==> src/u8saf_pkg.sv <==
// Shared types, character codes and helper functions for the UTF-8 to ASCII folder.
// Used by the front, back, output queue and top-level modules; no dependencies.

package u8saf_pkg;

  // Byte class as seen at a lead position
  typedef enum logic [2:0] {
    CLS_ASCII,
    CLS_LEAD2,
    CLS_LEAD3,
    CLS_LEAD4,
    CLS_STRAY
  } cls_e;

  // What a decoded code point produces
  typedef enum logic [1:0] {
    EMIT_NONE,
    EMIT_CHAR,
    EMIT_DOTS
  } emit_e;

  typedef struct packed {
    logic [7:0] data;
    logic       eos;
    cls_e       cls;
  } item_t;

  typedef struct packed {
    logic [6:0] ch;
    logic       valid;
    logic       run_last;
    logic       done;
  } result_t;

  typedef struct packed {
    emit_e      kind;
    logic [6:0] ch;
  } fold_t;

  localparam int unsigned FRONT_DEPTH = 2;
  localparam int unsigned OUTQ_DEPTH  = 4;

  localparam logic [6:0] CH_NUL   = 7'h00;
  localparam logic [6:0] CH_QMARK = 7'h3F;
  localparam logic [6:0] CH_DOT   = 7'h2E;
  localparam logic [6:0] CH_APOS  = 7'h27;
  localparam logic [6:0] CH_QUOTE = 7'h22;
  localparam logic [6:0] CH_DASH  = 7'h2D;
  localparam logic [6:0] CH_SPACE = 7'h20;

  localparam logic [20:0] CP_ELLIPSIS   = 21'h02026;
  localparam logic [20:0] CP_IDEO_SPACE = 21'h03000;

  function automatic cls_e classify(logic [7:0] b);
    cls_e c;
    if (!b[7]) begin
      c = CLS_ASCII;
    end else if ((b & 8'hE0) == 8'hC0) begin
      c = CLS_LEAD2;
    end else if ((b & 8'hF0) == 8'hE0) begin
      c = CLS_LEAD3;
    end else if ((b & 8'hF8) == 8'hF0) begin
      c = CLS_LEAD4;
    end else begin
      c = CLS_STRAY;
    end
    return c;
  endfunction

  function automatic fold_t fold_cp(logic [20:0] cp);
    fold_t f;
    f.kind = EMIT_NONE;
    f.ch   = CH_NUL;
    if ((cp >= 21'h20 && cp <= 21'h7E) || cp == 21'h0A || cp == 21'h0D || cp == 21'h09) begin
      f.kind = EMIT_CHAR;
      f.ch   = cp[6:0];
    end else begin
      case (cp) inside
        21'h02018, 21'h02019, 21'h02032, 21'h0FF07: begin
          f.kind = EMIT_CHAR;
          f.ch   = CH_APOS;
        end
        21'h0201C, 21'h0201D, 21'h02033, 21'h0FF02: begin
          f.kind = EMIT_CHAR;
          f.ch   = CH_QUOTE;
        end
        [21'h02010:21'h02014], 21'h02212, 21'h0FF0D: begin
          f.kind = EMIT_CHAR;
          f.ch   = CH_DASH;
        end
        CP_ELLIPSIS: begin
          f.kind = EMIT_DOTS;
          f.ch   = CH_DOT;
        end
        21'h000A0, [21'h02000:21'h0200A], 21'h0202F, 21'h0205F, CP_IDEO_SPACE: begin
          f.kind = EMIT_CHAR;
          f.ch   = CH_SPACE;
        end
        default: begin
          f.kind = EMIT_NONE;
        end
      endcase
    end
    return f;
  endfunction

endpackage

==> src/u8saf_front.sv <==
// Input side: a two-entry shifting queue that classifies each byte as it enters.
// Depends on u8saf_pkg (item_t, classify).

module u8saf_front (
  input  logic                clk_i,
  input  logic                rst_ni,
  input  logic                push_i,
  input  logic [7:0]          data_i,
  input  logic                eos_i,
  output logic                full_o,
  output logic                item_valid_o,
  output u8saf_pkg::item_t    item_o,
  input  logic                item_pop_i
);

  localparam int unsigned Depth = u8saf_pkg::FRONT_DEPTH;
  localparam int unsigned IdxW  = $clog2(Depth);
  localparam int unsigned CntW  = $clog2(Depth + 1);

  u8saf_pkg::item_t q_q [Depth];
  u8saf_pkg::item_t q_d [Depth];
  logic [CntW-1:0]  cnt_q, cnt_d;
  logic [CntW-1:0]  wr_cnt;
  logic             do_push, do_pop;
  u8saf_pkg::item_t new_item;

  assign full_o       = (cnt_q == CntW'(Depth));
  assign item_valid_o = (cnt_q != '0);
  assign item_o       = q_q[0];

  assign do_push = push_i && !full_o;
  assign do_pop  = item_pop_i && item_valid_o;
  assign wr_cnt  = cnt_q - CntW'(do_pop);

  always_comb begin
    new_item.data = data_i;
    new_item.eos  = eos_i;
    new_item.cls  = u8saf_pkg::classify(data_i);
  end

  always_comb begin
    q_d = q_q;
    if (do_pop) begin
      for (int i = 0; i < Depth - 1; i++) begin
        q_d[i] = q_q[i+1];
      end
    end
    if (do_push) begin
      q_d[wr_cnt[IdxW-1:0]] = new_item;
    end
  end

  always_comb begin
    cnt_d = cnt_q + CntW'(do_push) - CntW'(do_pop);
  end

  always_ff @(posedge clk_i or negedge rst_ni) begin
    if (!rst_ni) begin
      cnt_q <= '0;
    end else begin
      cnt_q <= cnt_d;
    end
  end

  always_ff @(posedge clk_i) begin
    q_q <= q_d;
  end

endmodule

==> src/u8saf_back.sv <==
// Sequencer: assembles UTF-8 sequences, replays bad continuations, folds code points,
// and tags the last result of each byte. Depends on u8saf_pkg.

module u8saf_back (
  input  logic                 clk_i,
  input  logic                 rst_ni,
  input  logic                 item_valid_i,
  input  u8saf_pkg::item_t     item_i,
  output logic                 item_pop_o,
  output logic                 res_push_o,
  output u8saf_pkg::result_t   res_o,
  input  logic                 res_full_i
);

  typedef enum logic [3:0] {
    ST_IDLE = 4'b0001,
    ST_RUN  = 4'b0010,
    ST_REP  = 4'b0100,
    ST_FIN  = 4'b1000
  } state_e;

  state_e          state_q, state_d;
  logic [7:0]      pb_q [4];
  logic [1:0]      pc_q, pc_d;
  logic [2:0]      el_q, el_d;
  logic [7:0]      wq_q [3];
  logic [7:0]      wq_d [3];
  logic [1:0]      wn_q, wn_d;
  logic [1:0]      rep_q, rep_d;
  logic            eos_q, eos_d;
  logic            hold_v_q, hold_v_d;
  logic [6:0]      hold_ch_q, hold_ch_d;

  // step datapath
  logic [7:0]        cur_b;
  u8saf_pkg::cls_e   cur_cls;
  logic [1:0]        rem_n;
  logic [7:0]        seq [4];
  logic [7:0]        rest [2];
  logic              seq_done, cont_ok;
  logic [1:0]        nr;
  logic [20:0]       dec_cp, cp_sel;
  u8saf_pkg::fold_t  fold;
  u8saf_pkg::emit_e  st_emit;
  logic [6:0]        st_ch;
  logic [1:0]        st_pc;
  logic [2:0]        st_el;
  logic              pb_we;
  logic [1:0]        pb_idx;
  logic [7:0]        st_wq [3];
  logic [1:0]        st_wn;

  // cycle control
  logic              active, produce, final_push, trunc, stall, fire;
  logic [6:0]        prod_ch;

  assign cur_b   = (state_q == ST_IDLE) ? item_i.data : wq_q[0];
  assign cur_cls = (state_q == ST_IDLE) ? item_i.cls : u8saf_pkg::classify(wq_q[0]);
  assign rem_n   = (state_q == ST_IDLE) ? 2'd0 : wn_q - 2'd1;
  assign rest[0] = wq_q[1];
  assign rest[1] = wq_q[2];

  always_comb begin
    seq[0] = pb_q[0];
    for (int i = 1; i < 4; i++) begin
      seq[i] = (pc_q == 2'(i)) ? cur_b : pb_q[i];
    end
  end

  assign seq_done = ({1'b0, pc_q} + 3'd1) >= el_q;
  assign cont_ok  = (seq[1][7:6] == 2'b10)
                 && ((el_q < 3'd3) || (seq[2][7:6] == 2'b10))
                 && ((el_q < 3'd4) || (seq[3][7:6] == 2'b10));
  assign nr       = 2'(el_q - 3'd1);

  always_comb begin
    case (el_q)
      3'd2:    dec_cp = {10'd0, seq[0][4:0], seq[1][5:0]};
      3'd3:    dec_cp = {5'd0, seq[0][3:0], seq[1][5:0], seq[2][5:0]};
      default: dec_cp = {seq[0][2:0], seq[1][5:0], seq[2][5:0], seq[3][5:0]};
    endcase
  end

  assign cp_sel = (pc_q == 2'd0) ? {13'd0, cur_b} : dec_cp;
  assign fold   = u8saf_pkg::fold_cp(cp_sel);

  always_comb begin
    st_emit  = u8saf_pkg::EMIT_NONE;
    st_ch    = u8saf_pkg::CH_QMARK;
    st_pc    = pc_q;
    st_el    = el_q;
    pb_we    = 1'b0;
    pb_idx   = pc_q;
    st_wq[0] = wq_q[1];
    st_wq[1] = wq_q[2];
    st_wq[2] = wq_q[2];
    st_wn    = rem_n;
    if (pc_q == 2'd0) begin
      st_el = 3'd0;
      case (cur_cls)
        u8saf_pkg::CLS_ASCII: begin
          st_emit = fold.kind;
          st_ch   = fold.ch;
        end
        u8saf_pkg::CLS_LEAD2: begin
          pb_we = 1'b1;
          st_pc = 2'd1;
          st_el = 3'd2;
        end
        u8saf_pkg::CLS_LEAD3: begin
          pb_we = 1'b1;
          st_pc = 2'd1;
          st_el = 3'd3;
        end
        u8saf_pkg::CLS_LEAD4: begin
          pb_we = 1'b1;
          st_pc = 2'd1;
          st_el = 3'd4;
        end
        default: begin
          st_emit = u8saf_pkg::EMIT_CHAR;
        end
      endcase
    end else begin
      pb_we = 1'b1;
      if (!seq_done) begin
        st_pc = pc_q + 2'd1;
      end else begin
        st_pc = 2'd0;
        st_el = 3'd0;
        if (cont_ok) begin
          st_emit = fold.kind;
          st_ch   = fold.ch;
        end else begin
          // replay the bytes after the lead ahead of whatever is still queued
          st_emit  = u8saf_pkg::EMIT_CHAR;
          st_wq[0] = seq[1];
          st_wq[1] = (nr >= 2'd2) ? seq[2] : rest[0];
          st_wq[2] = (nr == 2'd3) ? seq[3] : ((nr == 2'd2) ? rest[0] : rest[1]);
          st_wn    = nr + rem_n;
        end
      end
    end
  end

  always_comb begin
    active     = 1'b0;
    produce    = 1'b0;
    final_push = 1'b0;
    trunc      = 1'b0;
    prod_ch    = st_ch;
    case (state_q)
      ST_IDLE: begin
        active  = item_valid_i;
        produce = (st_emit != u8saf_pkg::EMIT_NONE);
      end
      ST_RUN: begin
        active  = 1'b1;
        produce = (st_emit != u8saf_pkg::EMIT_NONE);
      end
      ST_REP: begin
        active  = 1'b1;
        produce = 1'b1;
        prod_ch = u8saf_pkg::CH_DOT;
      end
      ST_FIN: begin
        active = 1'b1;
        if (eos_q && pc_q != 2'd0) begin
          trunc   = 1'b1;
          produce = 1'b1;
          prod_ch = u8saf_pkg::CH_QMARK;
        end else begin
          final_push = hold_v_q || eos_q;
        end
      end
      default: begin
        active = 1'b0;
      end
    endcase
  end

  assign stall = res_full_i && ((produce && hold_v_q) || final_push);
  assign fire  = active && !stall;

  assign item_pop_o = fire && (state_q == ST_IDLE);
  assign res_push_o = fire && ((produce && hold_v_q) || final_push);

  always_comb begin
    if (final_push) begin
      res_o.ch       = hold_v_q ? hold_ch_q : u8saf_pkg::CH_NUL;
      res_o.valid    = hold_v_q;
      res_o.run_last = 1'b1;
      res_o.done     = eos_q;
    end else begin
      res_o.ch       = hold_ch_q;
      res_o.valid    = 1'b1;
      res_o.run_last = 1'b0;
      res_o.done     = 1'b0;
    end
  end

  always_comb begin
    state_d   = state_q;
    pc_d      = pc_q;
    el_d      = el_q;
    wq_d      = wq_q;
    wn_d      = wn_q;
    rep_d     = rep_q;
    eos_d     = eos_q;
    hold_v_d  = hold_v_q;
    hold_ch_d = hold_ch_q;
    if (fire) begin
      if (produce) begin
        hold_v_d  = 1'b1;
        hold_ch_d = prod_ch;
      end
      case (state_q)
        ST_IDLE, ST_RUN: begin
          if (state_q == ST_IDLE) begin
            eos_d = item_i.eos;
          end
          pc_d = st_pc;
          el_d = st_el;
          wq_d = st_wq;
          wn_d = st_wn;
          if (st_emit == u8saf_pkg::EMIT_DOTS) begin
            rep_d   = 2'd2;
            state_d = ST_REP;
          end else if (st_wn != 2'd0) begin
            state_d = ST_RUN;
          end else begin
            state_d = ST_FIN;
          end
        end
        ST_REP: begin
          rep_d = rep_q - 2'd1;
          if (rep_q == 2'd1) begin
            state_d = (wn_q != 2'd0) ? ST_RUN : ST_FIN;
          end
        end
        ST_FIN: begin
          if (trunc) begin
            pc_d = 2'd0;
            el_d = 3'd0;
          end else begin
            hold_v_d = 1'b0;
            state_d  = ST_IDLE;
          end
        end
        default: begin
          state_d = ST_IDLE;
        end
      endcase
    end
  end

  always_ff @(posedge clk_i or negedge rst_ni) begin
    if (!rst_ni) begin
      state_q  <= ST_IDLE;
      pc_q     <= '0;
      el_q     <= '0;
      wn_q     <= '0;
      rep_q    <= '0;
      eos_q    <= 1'b0;
      hold_v_q <= 1'b0;
    end else begin
      state_q  <= state_d;
      pc_q     <= pc_d;
      el_q     <= el_d;
      wn_q     <= wn_d;
      rep_q    <= rep_d;
      eos_q    <= eos_d;
      hold_v_q <= hold_v_d;
    end
  end

  always_ff @(posedge clk_i) begin
    hold_ch_q <= hold_ch_d;
    wq_q      <= wq_d;
    if (fire && pb_we && (state_q == ST_IDLE || state_q == ST_RUN)) begin
      pb_q[pb_idx] <= cur_b;
    end
  end

endmodule

==> src/u8saf_outq.sv <==
// Result queue: a four-entry shifting queue between the sequencer and the output port.
// Depends on u8saf_pkg (result_t, OUTQ_DEPTH).

module u8saf_outq (
  input  logic                clk_i,
  input  logic                rst_ni,
  input  logic                push_i,
  input  u8saf_pkg::result_t  res_i,
  output logic                full_o,
  output logic                empty_o,
  output u8saf_pkg::result_t  res_o,
  input  logic                pop_i
);

  localparam int unsigned Depth = u8saf_pkg::OUTQ_DEPTH;
  localparam int unsigned IdxW  = $clog2(Depth);
  localparam int unsigned CntW  = $clog2(Depth + 1);

  u8saf_pkg::result_t q_q [Depth];
  u8saf_pkg::result_t q_d [Depth];
  logic [CntW-1:0]    cnt_q, cnt_d;
  logic [CntW-1:0]    wr_cnt;
  logic               do_push, do_pop;

  assign full_o  = (cnt_q == CntW'(Depth));
  assign empty_o = (cnt_q == '0);
  assign res_o   = q_q[0];

  assign do_push = push_i && !full_o;
  assign do_pop  = pop_i && !empty_o;
  assign wr_cnt  = cnt_q - CntW'(do_pop);

  always_comb begin
    q_d = q_q;
    if (do_pop) begin
      for (int i = 0; i < Depth - 1; i++) begin
        q_d[i] = q_q[i+1];
      end
    end
    if (do_push) begin
      q_d[wr_cnt[IdxW-1:0]] = res_i;
    end
  end

  always_comb begin
    cnt_d = cnt_q + CntW'(do_push) - CntW'(do_pop);
  end

  always_ff @(posedge clk_i or negedge rst_ni) begin
    if (!rst_ni) begin
      cnt_q <= '0;
    end else begin
      cnt_q <= cnt_d;
    end
  end

  always_ff @(posedge clk_i) begin
    q_q <= q_d;
  end

endmodule

==> src/utf8_to_safe_ascii_folder_top.sv <==
// Top level of the UTF-8 to safe ASCII folder: input queue, sequencer, result queue.
// Depends on u8saf_pkg, u8saf_front, u8saf_back and u8saf_outq.
//
// Usage:
//   Input channel: drive in_byte_i and end_of_string_i with push high; the beat is
//   taken on a rising edge where full is low. Mark the last byte of each string.
//   Result channel: while empty is low the oldest result sits on out_char_o,
//   char_valid_o, run_last_o and string_done_o; raise pop to take the beat.
//   run_last_o flags the last result caused by a byte; a byte that ends a string
//   and yields no character gives one bare end marker (char_valid_o low).
// Sequencing:
//   In the sequencer a byte that yields at most one character is taken and classified,
//   then closed out; the sequencer takes the next byte only once it has closed out
//   the last one. Each byte replayed after a bad continuation adds a step, an ellipsis
//   adds a step for each extra dot, and a truncated string adds one for its '?'.
//   A byte's first result is held in the sequencer, then registered in the result queue.
// Reset and stalls:
//   Reset empties both queues and drops any half-built sequence. When the
//   receiver stops popping, the four-entry result queue fills, the sequencer
//   holds, and full rises once the two-entry input queue is occupied.

module utf8_to_safe_ascii_folder_top (
  input  logic       clk_i,
  input  logic       rst_ni,
  input  logic       push,
  output logic       full,
  input  logic [7:0] in_byte_i,
  input  logic       end_of_string_i,
  output logic       empty,
  input  logic       pop,
  output logic [6:0] out_char_o,
  output logic       char_valid_o,
  output logic       run_last_o,
  output logic       string_done_o
);

  logic               item_valid, item_pop;
  u8saf_pkg::item_t   item;
  logic               res_push, res_full;
  u8saf_pkg::result_t res_in, res_out;

  u8saf_front u_front (
    .clk_i        (clk_i),
    .rst_ni       (rst_ni),
    .push_i       (push),
    .data_i       (in_byte_i),
    .eos_i        (end_of_string_i),
    .full_o       (full),
    .item_valid_o (item_valid),
    .item_o       (item),
    .item_pop_i   (item_pop)
  );

  u8saf_back u_back (
    .clk_i        (clk_i),
    .rst_ni       (rst_ni),
    .item_valid_i (item_valid),
    .item_i       (item),
    .item_pop_o   (item_pop),
    .res_push_o   (res_push),
    .res_o        (res_in),
    .res_full_i   (res_full)
  );

  u8saf_outq u_outq (
    .clk_i   (clk_i),
    .rst_ni  (rst_ni),
    .push_i  (res_push),
    .res_i   (res_in),
    .full_o  (res_full),
    .empty_o (empty),
    .res_o   (res_out),
    .pop_i   (pop)
  );

  assign out_char_o    = res_out.ch;
  assign char_valid_o  = res_out.valid;
  assign run_last_o    = res_out.run_last;
  assign string_done_o = res_out.done;

`ifndef SYNTHESIS
  // a bare end marker only closes a string and carries no character
  a_bare_marker: assert property (@(posedge clk_i) disable iff (!rst_ni)
    (!empty && !char_valid_o) |-> (run_last_o && string_done_o && out_char_o == 7'h00))
    else $error("bare end marker without end flags or with a character");

  // the end of a string is always the last result of its byte
  a_done_is_last: assert property (@(posedge clk_i) disable iff (!rst_ni)
    (!empty && string_done_o) |-> run_last_o)
    else $error("string_done without run_last");

  // only printable ASCII, tab, LF or CR ever leaves the block
  a_safe_char: assert property (@(posedge clk_i) disable iff (!rst_ni)
    (!empty && char_valid_o) |->
      ((out_char_o >= 7'h20 && out_char_o <= 7'h7E) || out_char_o == 7'h09 ||
       out_char_o == 7'h0A || out_char_o == 7'h0D))
    else $error("unsafe character on output");
`endif

endmodule
==> config.mk <==
export PLATFORM = sky130hd
export DESIGN_NAME = utf8_to_safe_ascii_folder_top
export DESIGN_NICKNAME = d
export VERILOG_FILES = /design/src/u8saf_pkg.sv /design/src/u8saf_front.sv /design/src/u8saf_back.sv /design/src/u8saf_outq.sv /design/src/utf8_to_safe_ascii_folder_top.sv
export SDC_FILE = /design/constraint.sdc
export NUM_CORES = 1
export LEC_CHECK = 0
export BUFFER_PORTS_ARGS = -buffer_cell sky130_fd_sc_hd__buf_2
export CAP_MARGIN = 20
export CORE_ASPECT_RATIO = 1.4
export CORE_MARGIN = 10
export CORE_UTILIZATION = 25
export DETAILED_ROUTE_END_ITERATION = 8
export GPL_ROUTABILITY_DRIVEN = 0
export PLACE_DENSITY = 0.43
export SLEW_MARGIN = 5
export SYNTH_ARGS = -nofsm -noshare
export SYNTH_HDL_FRONTEND = slang
export SYNTH_SLANG_ARGS = --single-unit
==> constraint.sdc <==
create_clock -name clk_i -period 7.5 [get_ports clk_i]
set_input_delay 0.375 -clock clk_i [delete_from_list [all_inputs] [get_ports clk_i]]
set_output_delay 0.375 -clock clk_i [all_outputs]
set_load 0.01 [all_outputs]
==> results_dict.tcl, run 1 <==
set metrics [dict create \
    max_slew.worst_pin.slew_ns 1.07 \
    crit_cells 13 \
    post_drt_wl_per_cell_um 18.7 \
    cts_tree "yes" \
    end_kind "register" \
    relSlewSlack_pct 28.3 \
    intPower_w 0.00145 \
    ir_drop_uv 127 \
    worstReg2RegEnd "u_back.pb_q[3][2]" \
    worstSetupEndpoint "u_back.pb_q[3][2]" \
    ys_types 87 \
    skew_ns 0.0122 \
    finalHoldViolations 0 \
    num_rows 78 \
    nFillCells 3451 \
    layout-drive-gt1-share_pct 14.2 \
    grt_pass1_vias 6220 \
    r2r_setup_slack_ns 1.42 \
    cp_cell_sequence "nor4b_4 -> buf_4 -> mux2i_1 -> a221oi_1 -> a221o_1 -> nor4_1 -> a21bo_2 -> o21a_1 -> o21ai_1 -> or3_4 -> o211a_4 -> nor3b_1 -> and2_1" \
    min_period_ns 6.08 \
    synth_ff_type "edfxtp_1" \
    crit_buf_inv 1 \
    p_leak_nw 3.32 \
    initial_core_util_pct 25.4 \
    antenna_found_initial 0 \
    viasPerCell 4.82 \
    seq_area_frac_synth_pct 45.9 \
    dr.pass1.iters 7 \
    drc 0 \
    timing.final.crit_share_pct 81.0 \
    worstSkewPairLatency_ns 0.44 \
    syn_area_um2 8300 \
    p_comb_share_pct 10.8 \
    cts_setup_buffers 0 \
    slowest_delay_ns 0.70 \
    drt-initial-drc-count 428 \
    cpLargestDelayFamily "simple AND/OR/NAND/NOR gates" \
    r2r_start "u_back.state_q[0]" \
    ctsResizeCount 0 \
    antenna_left 0 \
    clockBufferDepth 2 \
    synthTopCellsByArea "edfxtp_1, mux2i_1, dfxtp_1" \
    wirelength_um 23500 \
    grt_start_max_net_pins 32 \
    run_status "complete, no violations" \
    synthArstFlopShare_pct 13.9 \
    synthToLayoutAreaGrowth_pct 12.9 \
    timing.fmax_mhz 165 \
    root_buffer "clkbuf_16" \
    pwr-share-clk_pct 41.1 \
    antennaDiodeCount 0 \
    rsz0062_at_grt "no" \
    synthCells 798 \
    final_max_slew_viol_count 0 \
    place_inst 1225 \
    synth_edf_count 82 \
    synth-seq-cells 144 \
    die_y_um 236 \
    grt_overflow_total 0 \
    core_um2 32600 \
    cts_buffers 17 \
    syn_area_per_cell_um2 10.4 \
    hpwl_um 17700 \
    h-tree-depth 4 \
    swShare_pct 26.6 \
    final_net_count 837 \
    grt_pass1_wl_um 36800 \
    io_buffers 24 \
    cts.sinks 144 \
    p_sw_w 0.000526 \
    chipWidth_um 174 \
    cellPowerDensity_nw_per_um2 211 \
    grt_usage_pct 11.5 \
    critPathSlowestCell "nor4b_4" \
    tns_ns 0 \
    seqPwrFrac_pct 48.1 \
    maxCapViolations 0 \
    hold_path.class "input pin to register" \
    dieArea_um2 41000 \
    criticalPathCategory "register to register" \
    synth_top_area_share_pct 29.7 \
    synth_largest_area_cell "edfxtp_1" \
    path_max_fanout 15 \
    stdcell_count 1258 \
    startpoint "u_back.state_q[0]" \
    worstRegToRegCells 13 \
    ioPinCount 25 \
    synth_warnings 0 \
    crit_path_start_kind "register" \
    detailroute.via_count 6068 \
    syn_nets 830 \
    setup_viol 0 \
    cts_hold_buf 1 \
    clk_pin_slew_ns 0.07 \
    crit_required_ns 7.57 \
    arrival_ns 6.14 \
]
worst register-to-register path, delay by kind of cell (launching register included):
family                 cells  cell delay, ns
and+or+nand+nor            5            2.72
AOI/OAI and AO/OA          6            1.46
DFF                        1            0.60
muxes                      1            0.51
buffers and inverters      1            0.40
power groups by stage:
stage | Sequential, W | Clock, W | Combinational [W]
2_1_floorplan | 0.000940 | 0 | 0.000173
3_3_place_gp | 0.000973 | 0 | 0.000220
3_5_place_dp | 0.000973 | 0 | 0.000219
4_1_cts | 0.000956 | 0.000844 | 0.000221
5_1_grt | 0.000961 | 0.000878 | 0.000248
6_report | 0.000952 | 0.000814 | 0.000214
per-stage QoR:
step                      total power, W  area [um2]  hold WS (ns)  utilization (%)  worst slack [ns]
after global placement           0.00119        8800         0.376             27.0              1.43
after floorplan                  0.00111        8300        0.0794                -              2.48
after detailed placement         0.00119        8800         0.370             27.0              1.48
after CTS                        0.00202        9360         0.120             28.7              1.45
final                            0.00198        9360         0.139             28.7              1.42
after global routing             0.00209        9360         0.123             28.7              1.12
metal layers:
layer	up-vias	GRT usage (%)	share of wire (%)
met2	109	21.0	54
met1	2963	12.5	40
li1	2968	-	-
met3	28	2.31	3.1
met5	-	0	0
met4	0	5.00	2.9
how the worst min path moves through the flow:
stage                             from          endpoint  slack [ns]  depth (start not counted)
after detailed placement        rst_ni  u_front.cnt_q[0]        0.37                          1
after global routing      in_byte_i[2]          register        0.12                          1
after floorplan                 rst_ni    u_back.el_q[0]        0.08                          0
final                     in_byte_i[2]          register        0.14                          1
after CTS                 in_byte_i[2]          register        0.12                          1
after global placement          rst_ni  u_front.cnt_q[1]        0.38                          1
cell usage in the layout (no fill, tap or decap), types with 4 or more instances in the layout:
| master | count |
|---|---|
| a211o_1 | 6 |
| a211oi_1 | 6 |
| a21o_1 | 6 |
| a21oi_1 | 46 |
| a221oi_1 | 5 |
| a22o_1 | 6 |
| a22oi_1 | 7 |
| a32o_1 | 4 |
| and2_1 | 11 |
| and3_1 | 7 |
| buf_2 | 24 |
| buf_4 | 10 |
| clkbuf_16 | 17 |
| clkinv_2 | 4 |
| dfrtp_1 | 19 |
| dfxtp_1 | 42 |
| edfxtp_1 | 82 |
| ha_1 | 18 |
| inv_1 | 45 |
| mux2_2 | 20 |
| mux2i_1 | 101 |
| nand2_1 | 51 |
| nand2b_1 | 13 |
| nand3_1 | 20 |
| nand4_1 | 8 |
| nor2_1 | 62 |
| nor2b_1 | 11 |
| nor3_1 | 17 |
| nor3b_1 | 6 |
| nor4_1 | 8 |
| o211ai_1 | 8 |
| o21ai_0 | 26 |
| xnor2_1 | 8 |
Yosys cell counts, types with 19 or more instances:
library cell	number
mux2i_1	101
edfxtp_1	82
nor2_1	62
nand2_1	51
a21oi_1	46
inv_1	45
dfxtp_1	42
o21ai_0	26
clkbuf_1	21
mux2_2	20
nand3_1	20
dfrtp_1	19
cells by family (layout without fill, tap and decap cells):
family / count (synthesis) / after routing / share of synthesized area, %
XOR/XNOR: 9 / 9 / 0.950
adder cells (fa/ha/maj): 19 / 19 / 2.96
AND/OR/NAND/NOR: 244 / 244 / 15.5
buffers and inverters: 93 / 113 / 5.20
flip-flops: 144 / 144 / 45.9
AO/OA/AOI/OAI: 166 / 166 / 14.3
multiplexers: 123 / 123 / 15.2
layout make-up:
class	instances	area, um2	area share [%]
Clock buffer	19	443	4.73
Clock inverter	13	113	1.20
Inverter	46	173	1.84
Multi-Input combinational cell	561	4070	43.5
Sequential cell	144	3800	40.6
Tap cell	440	551	5.88
Timing Repair Buffer	35	205	2.19
No activity file was read; power rests on OpenSTA's default activity.
==> inputs of run 2 (changes only) <==
Clock period 7.5 ns to 5.84 ns, I/O delays scaled along.
==> results_dict.tcl, run 2 (synthesized netlist as in run 1, its figures left out) <==
set metrics [dict create \
    run_status "complete, no violations" \
    ctsResizeCount 0 \
    grt_usage_pct 11.5 \
    hold_path.class "input pin to register" \
    tns_ns 0 \
    cts_hold_buf 1 \
    pwr-share-clk_pct 43.8 \
    intPower_w 0.00199 \
    detailroute.via_count 6200 \
    clk_pin_slew_ns 0.07 \
    root_buffer "clkbuf_16" \
    ioPinCount 25 \
    hpwl_um 18000 \
    final_common_cell "mux2i_1" \
    worstSkewPairLatency_ns 0.44 \
    rsz0062_at_grt "no" \
    finalPower_w 0.00267 \
    finalHoldViolations 0 \
    clockBufferDepth 2 \
    drc 0 \
    seqPwrFrac_pct 45.6 \
    nFillCells 3474 \
    pre_cts_slack_ns 0.352 \
    setup_viol 0 \
    h-tree-depth 4 \
    ff_latch_area_um2 3800 \
    viasPerCell 4.86 \
    crit_required_ns 5.94 \
    crit_buf_inv 3 \
    critPathSlowestCell "mux2i_1" \
    criticalPathCategory "register to register" \
    drt-initial-drc-count 320 \
    cts_tree "yes" \
    grt_pass1_wl_um 36800 \
    grt_start_max_net_pins 32 \
    layout-drive-gt1-share_pct 15.9 \
    cts.sinks 144 \
    crit_path_start_kind "register" \
    cts_setup_buffers 0 \
    min_period_ns 5.49 \
    setup_ws_ns 0.353 \
    core_um2 32600 \
    final_core_util_pct 29.3 \
    antennaDiodeCount 0 \
    end_kind "register" \
    swShare_pct 25.4 \
    synthToLayoutAreaGrowth_pct 15.3 \
    p_sw_w 0.000678 \
    relSlewSlack_pct 33.2 \
    layout_common_cells "mux2i_1, edfxtp_1, nor2_1" \
    grt_pass1_vias 6197 \
    holdWs_ns 0.0521 \
    final_net_count 854 \
    post_drt_wl_per_cell_um 18.6 \
    die_y_um 236 \
    dr.pass1.iters 5 \
    slowest_delay_ns 0.73 \
    initial_core_util_pct 25.4 \
    p_comb_share_pct 10.6 \
    io_buffers 24 \
    timing.final.crit_share_pct 94.0 \
    chipWidth_um 174 \
    path_max_fanout 31 \
    timing.fmax_mhz 182 \
    antenna_left 0 \
    multi_input_area_um2 4070 \
    p_leak_nw 3.43 \
    dieArea_um2 41000 \
    arrival_ns 5.58 \
    skew_ns 0.0104 \
    maxCapViolations 0 \
    antenna_found_initial 0 \
    cp_cell_sequence "nor4b_4 -> buf_12 -> mux2i_1 -> a21oi_2 -> a311o_1 -> and2_4 -> nand3_1 -> nor4_1 -> buf_4 -> a211o_1 -> or3_4 -> o211a_4 -> nor3b_1 -> buf_4 -> and2_1" \
    cpLargestDelayFamily "simple AND/OR/NAND/NOR gates" \
    max_slew.worst_pin.slew_ns 0.997 \
    final_max_slew_viol_count 0 \
    crit_path_frequent_cell "buf_4" \
    wirelength_um 23700 \
    cellPowerDensity_nw_per_um2 279 \
    num_rows 78 \
    grt_overflow_total 0 \
    cts_buffers 17 \
    ir_drop_uv 156 \
]
run 2: area by class of cell:
class / count / share of cell area [%]
clock inverter: 14 / 1.99
inverter: 46 / 1.81
tap: 440 / 5.76
timing repair buffer: 52 / 3.61
sequential: 144 / 39.8
multi-input combinational: 561 / 42.6
clock buffer: 18 / 4.49
run 2: worst paths after layout:
| check | startpoint | to | slack [ns] | cells after the start |
|---|---|---|---|---|
| hold reg to reg | u_outq.cnt_q[2] | u_outq.cnt_q[2] | 0.50 | 1 |
| hold / removal | in_byte_i[0] | register | 0.05 | 1 |
| max in group asynchronous | rst_ni | u_back.state_q[0] | 5.12 | 2 |
| setup reg to reg | u_back.state_q[0] | u_back.pb_q[3][2] | 0.35 | 15 |
| min in group asynchronous | rst_ni | u_back.el_q[1] | 0.36 | 2 |
| setup / recovery | u_back.state_q[0] | u_back.pb_q[3][2] | 0.35 | 15 |
run 2: power by group through the flow:
stage	clock, W	combinational [W]	sequential [W]
after CTS	0.00120	0.000292	0.00122
after global placement	0	0.000288	0.00124
final	0.00117	0.000283	0.00121
after global routing	0.00124	0.000318	0.00123
after floorplan	0	0.000222	0.00121
after detailed placement	0	0.000290	0.00124
run 2: routing by layer:
metal / part of all wire (%) / vias to the layer above / track usage, % / routed length (um)
li1: - / 2994 / - / -
met1: 41 / 3023 / 12.6 / 9650
met2: 52 / 143 / 20.3 / 12300
met3: 3.6 / 40 / 2.60 / 852
met4: 3.9 / 0 / 6.01 / 920
met5: 0 / - / 0 / 0
run 2: worst register-to-register path, cell delays in order, from the launching register on:
cell and delay (ns):
dfstp_2 0.62, nor4b_4 0.28, buf_12 0.25, mux2i_1 0.74
a21oi_2 0.27, a311o_1 0.60, and2_4 0.24, nand3_1 0.14
nor4_1 0.08, buf_4 0.16, a211o_1 0.27, or3_4 0.40
o211a_4 0.31, nor3b_1 0.22, buf_4 0.19, and2_1 0.37
run 2: through the flow:
step / instance area (um2) / std cells
floorplan: 8300 / 798
CTS: 9570 / 1275
global route: 9570 / 1275
global placement: 8940 / 1242
detailed placement: 8940 / 1242
finish: 9570 / 1275
==> inputs of run 3 (changes only) <==
Settings changed: CORE_MARGIN 10 to 2, CTS_BUF_LIST set to sky130_fd_sc_hd__clkbuf_8, HOLD_SLACK_MARGIN set to 0.06.
==> results_dict.tcl, run 3 (synthesized netlist as in run 1, its figures left out) <==
set metrics [dict create \
    run_status "complete, no violations" \
    startpoint "u_back.pb_idx[1]" \
    maxCapViolations 0 \
    rsz0062_at_grt "no" \
    post_drt_wl_per_cell_um 18.3 \
    die_y_um 220 \
    wirelength_um 23500 \
    pwr-share-clk_pct 33.1 \
    dr.pass1.iters 5 \
    seqPwrFrac_pct 54.2 \
    chipWidth_um 158 \
    crit_path_start_kind "register" \
    relSlewSlack_pct 31.1 \
    finalPower_w 0.00224 \
    finalHoldViolations 0 \
    skew_ns 0.0170 \
    root_buffer "clkbuf_8" \
    cts.sinks 144 \
    drt-initial-drc-count 424 \
    p_comb_share_pct 12.7 \
    grt_usage_pct 14.1 \
    worstSkewPairLatency_ns 0.46 \
    critPathSlowestCell "o211ai_1" \
    drc 0 \
    ir_drop_uv 113 \
    clockBufferDepth 2 \
    antennaDiodeCount 0 \
    arrival_ns 5.34 \
    end_kind "register" \
    synthToLayoutAreaGrowth_pct 12.9 \
    grt_pass1_wl_um 36500 \
    p_sw_w 0.000636 \
    hold_path.class "input pin to register" \
    max_slew.worst_pin.slew_ns 1.03 \
    clk_pin_slew_ns 0.08 \
    fin_area_um2 9370 \
    setup_viol 0 \
    tns_ns 0 \
    initial_core_util_pct 25.4 \
    cts_tree "yes" \
    ioPinCount 25 \
    layout_common_cells "mux2i_1, edfxtp_1, nor2_1" \
    antenna_found_initial 0 \
    cp_cell_sequence "inv_1 -> ha_1 -> mux2i_1 -> mux2_2 -> o21ai_0 -> o211ai_1 -> nor4_1 -> a41oi_1 -> nand4_1 -> or3_4 -> o211a_4 -> nor3b_1 -> buf_4 -> and2_1" \
    viasPerCell 4.80 \
    final_common_cell "mux2i_1" \
    layout-drive-gt1-share_pct 15.7 \
    io_buffers 24 \
    dieArea_um2 34700 \
    slowest_delay_ns 0.84 \
    timing.final.crit_share_pct 89.4 \
    crit_required_ns 5.96 \
    ctsResizeCount 0 \
    hp-start "in_byte_i[6]" \
    final_core_util_pct 28.7 \
    criticalPathCategory "register to register" \
    cpLargestDelayFamily "compound AO/OA/AOI/OAI gates" \
    final_max_slew_viol_count 0 \
    r2r_start "u_back.pb_idx[1]" \
    grt_start_max_net_pins 32 \
    hpwl_um 17900 \
    p_leak_nw 3.35 \
    h-tree-depth 4 \
    crit_buf_inv 2 \
    cellPowerDensity_nw_per_um2 240 \
    final_net_count 862 \
    num_rows 78 \
    holdWs_ns 0.108 \
    intPower_w 0.00161 \
    swShare_pct 28.4 \
    place_area_um2 8920 \
    min_period_ns 5.22 \
    grt_overflow_total 0 \
    path_max_fanout 19 \
    cts_buffers 17 \
    antenna_left 0 \
    core_um2 32600 \
    timing.fmax_mhz 191 \
    grt_pass1_vias 6328 \
    detailroute.via_count 6160 \
]
## run 3: cell types whose count changed in the layout (fill, tap and decap cells not counted), sizes merged
| cell | before | now |
|---|---|---|
| clkinv | 6 | 7 |
| clkbuf | 18 | 17 |
| dlygate4sd3 | 1 | 9 |
| inv | 46 | 49 |
| bufinv | 4 | 1 |
## run 3: final timing paths
check / cells past startpoint / slack [ns] / to
setup / recovery: 14 / 0.62 / u_back.pb_q[3][2]
hold / removal: 1 / 0.11 / register
setup reg to reg: 14 / 0.62 / u_back.pb_q[3][2]
hold reg to reg: 1 / 0.49 / u_back.eos_q
max in group asynchronous: 2 / 5.15 / u_back.state_q[0]
min in group asynchronous: 2 / 0.33 / u_back.wn_q[0]
## run 3: timing repair
item                                    4_1_cts  5_1_grt
endpoints found under the hold margin        29        0
hold buffers                                  9        0
endpoints found under the setup margin        0        0
setup buffers                                 0        0
## run 3: routing by layer
metal	track usage (%)	share of wire, %	up-vias
li1	-	-	3010
met1	15.7	41	2972
met2	25.0	51	126
met3	2.58	2.6	52
met4	7.60	4.7	0
met5	0	0	-
## run 3: area by class of cell
class	instances	area (um2)
fill	3459	23200
inverter	46	173
timing repair buffer	60	413
multi-input combinational	561	4070
tap	440	551
clock buffer	17	234
sequential	144	3800
clock inverter	15	121
## run 3: power by group through the flow
| stage | sequential [W] | clock (W) | combinational [W] |
|---|---|---|---|
| floorplan | 0.00121 | 0 | 0.000222 |
| global placement | 0.00124 | 0 | 0.000284 |
| detailed placement | 0.00124 | 0 | 0.000283 |
| CTS | 0.00122 | 0.000780 | 0.000289 |
| global route | 0.00123 | 0.000820 | 0.000322 |
| finish | 0.00122 | 0.000743 | 0.000284 |
## run 3: stage by stage
| stage | worst slack [ns] | std cells |
|---|---|---|
| finish | 0.617 | 1283 |
| global route | 0.0513 | 1283 |
| CTS | 0.536 | 1282 |
| detailed placement | 0.586 | 1241 |
| global placement | 0.529 | 1241 |
| floorplan | 0.822 | 798 |
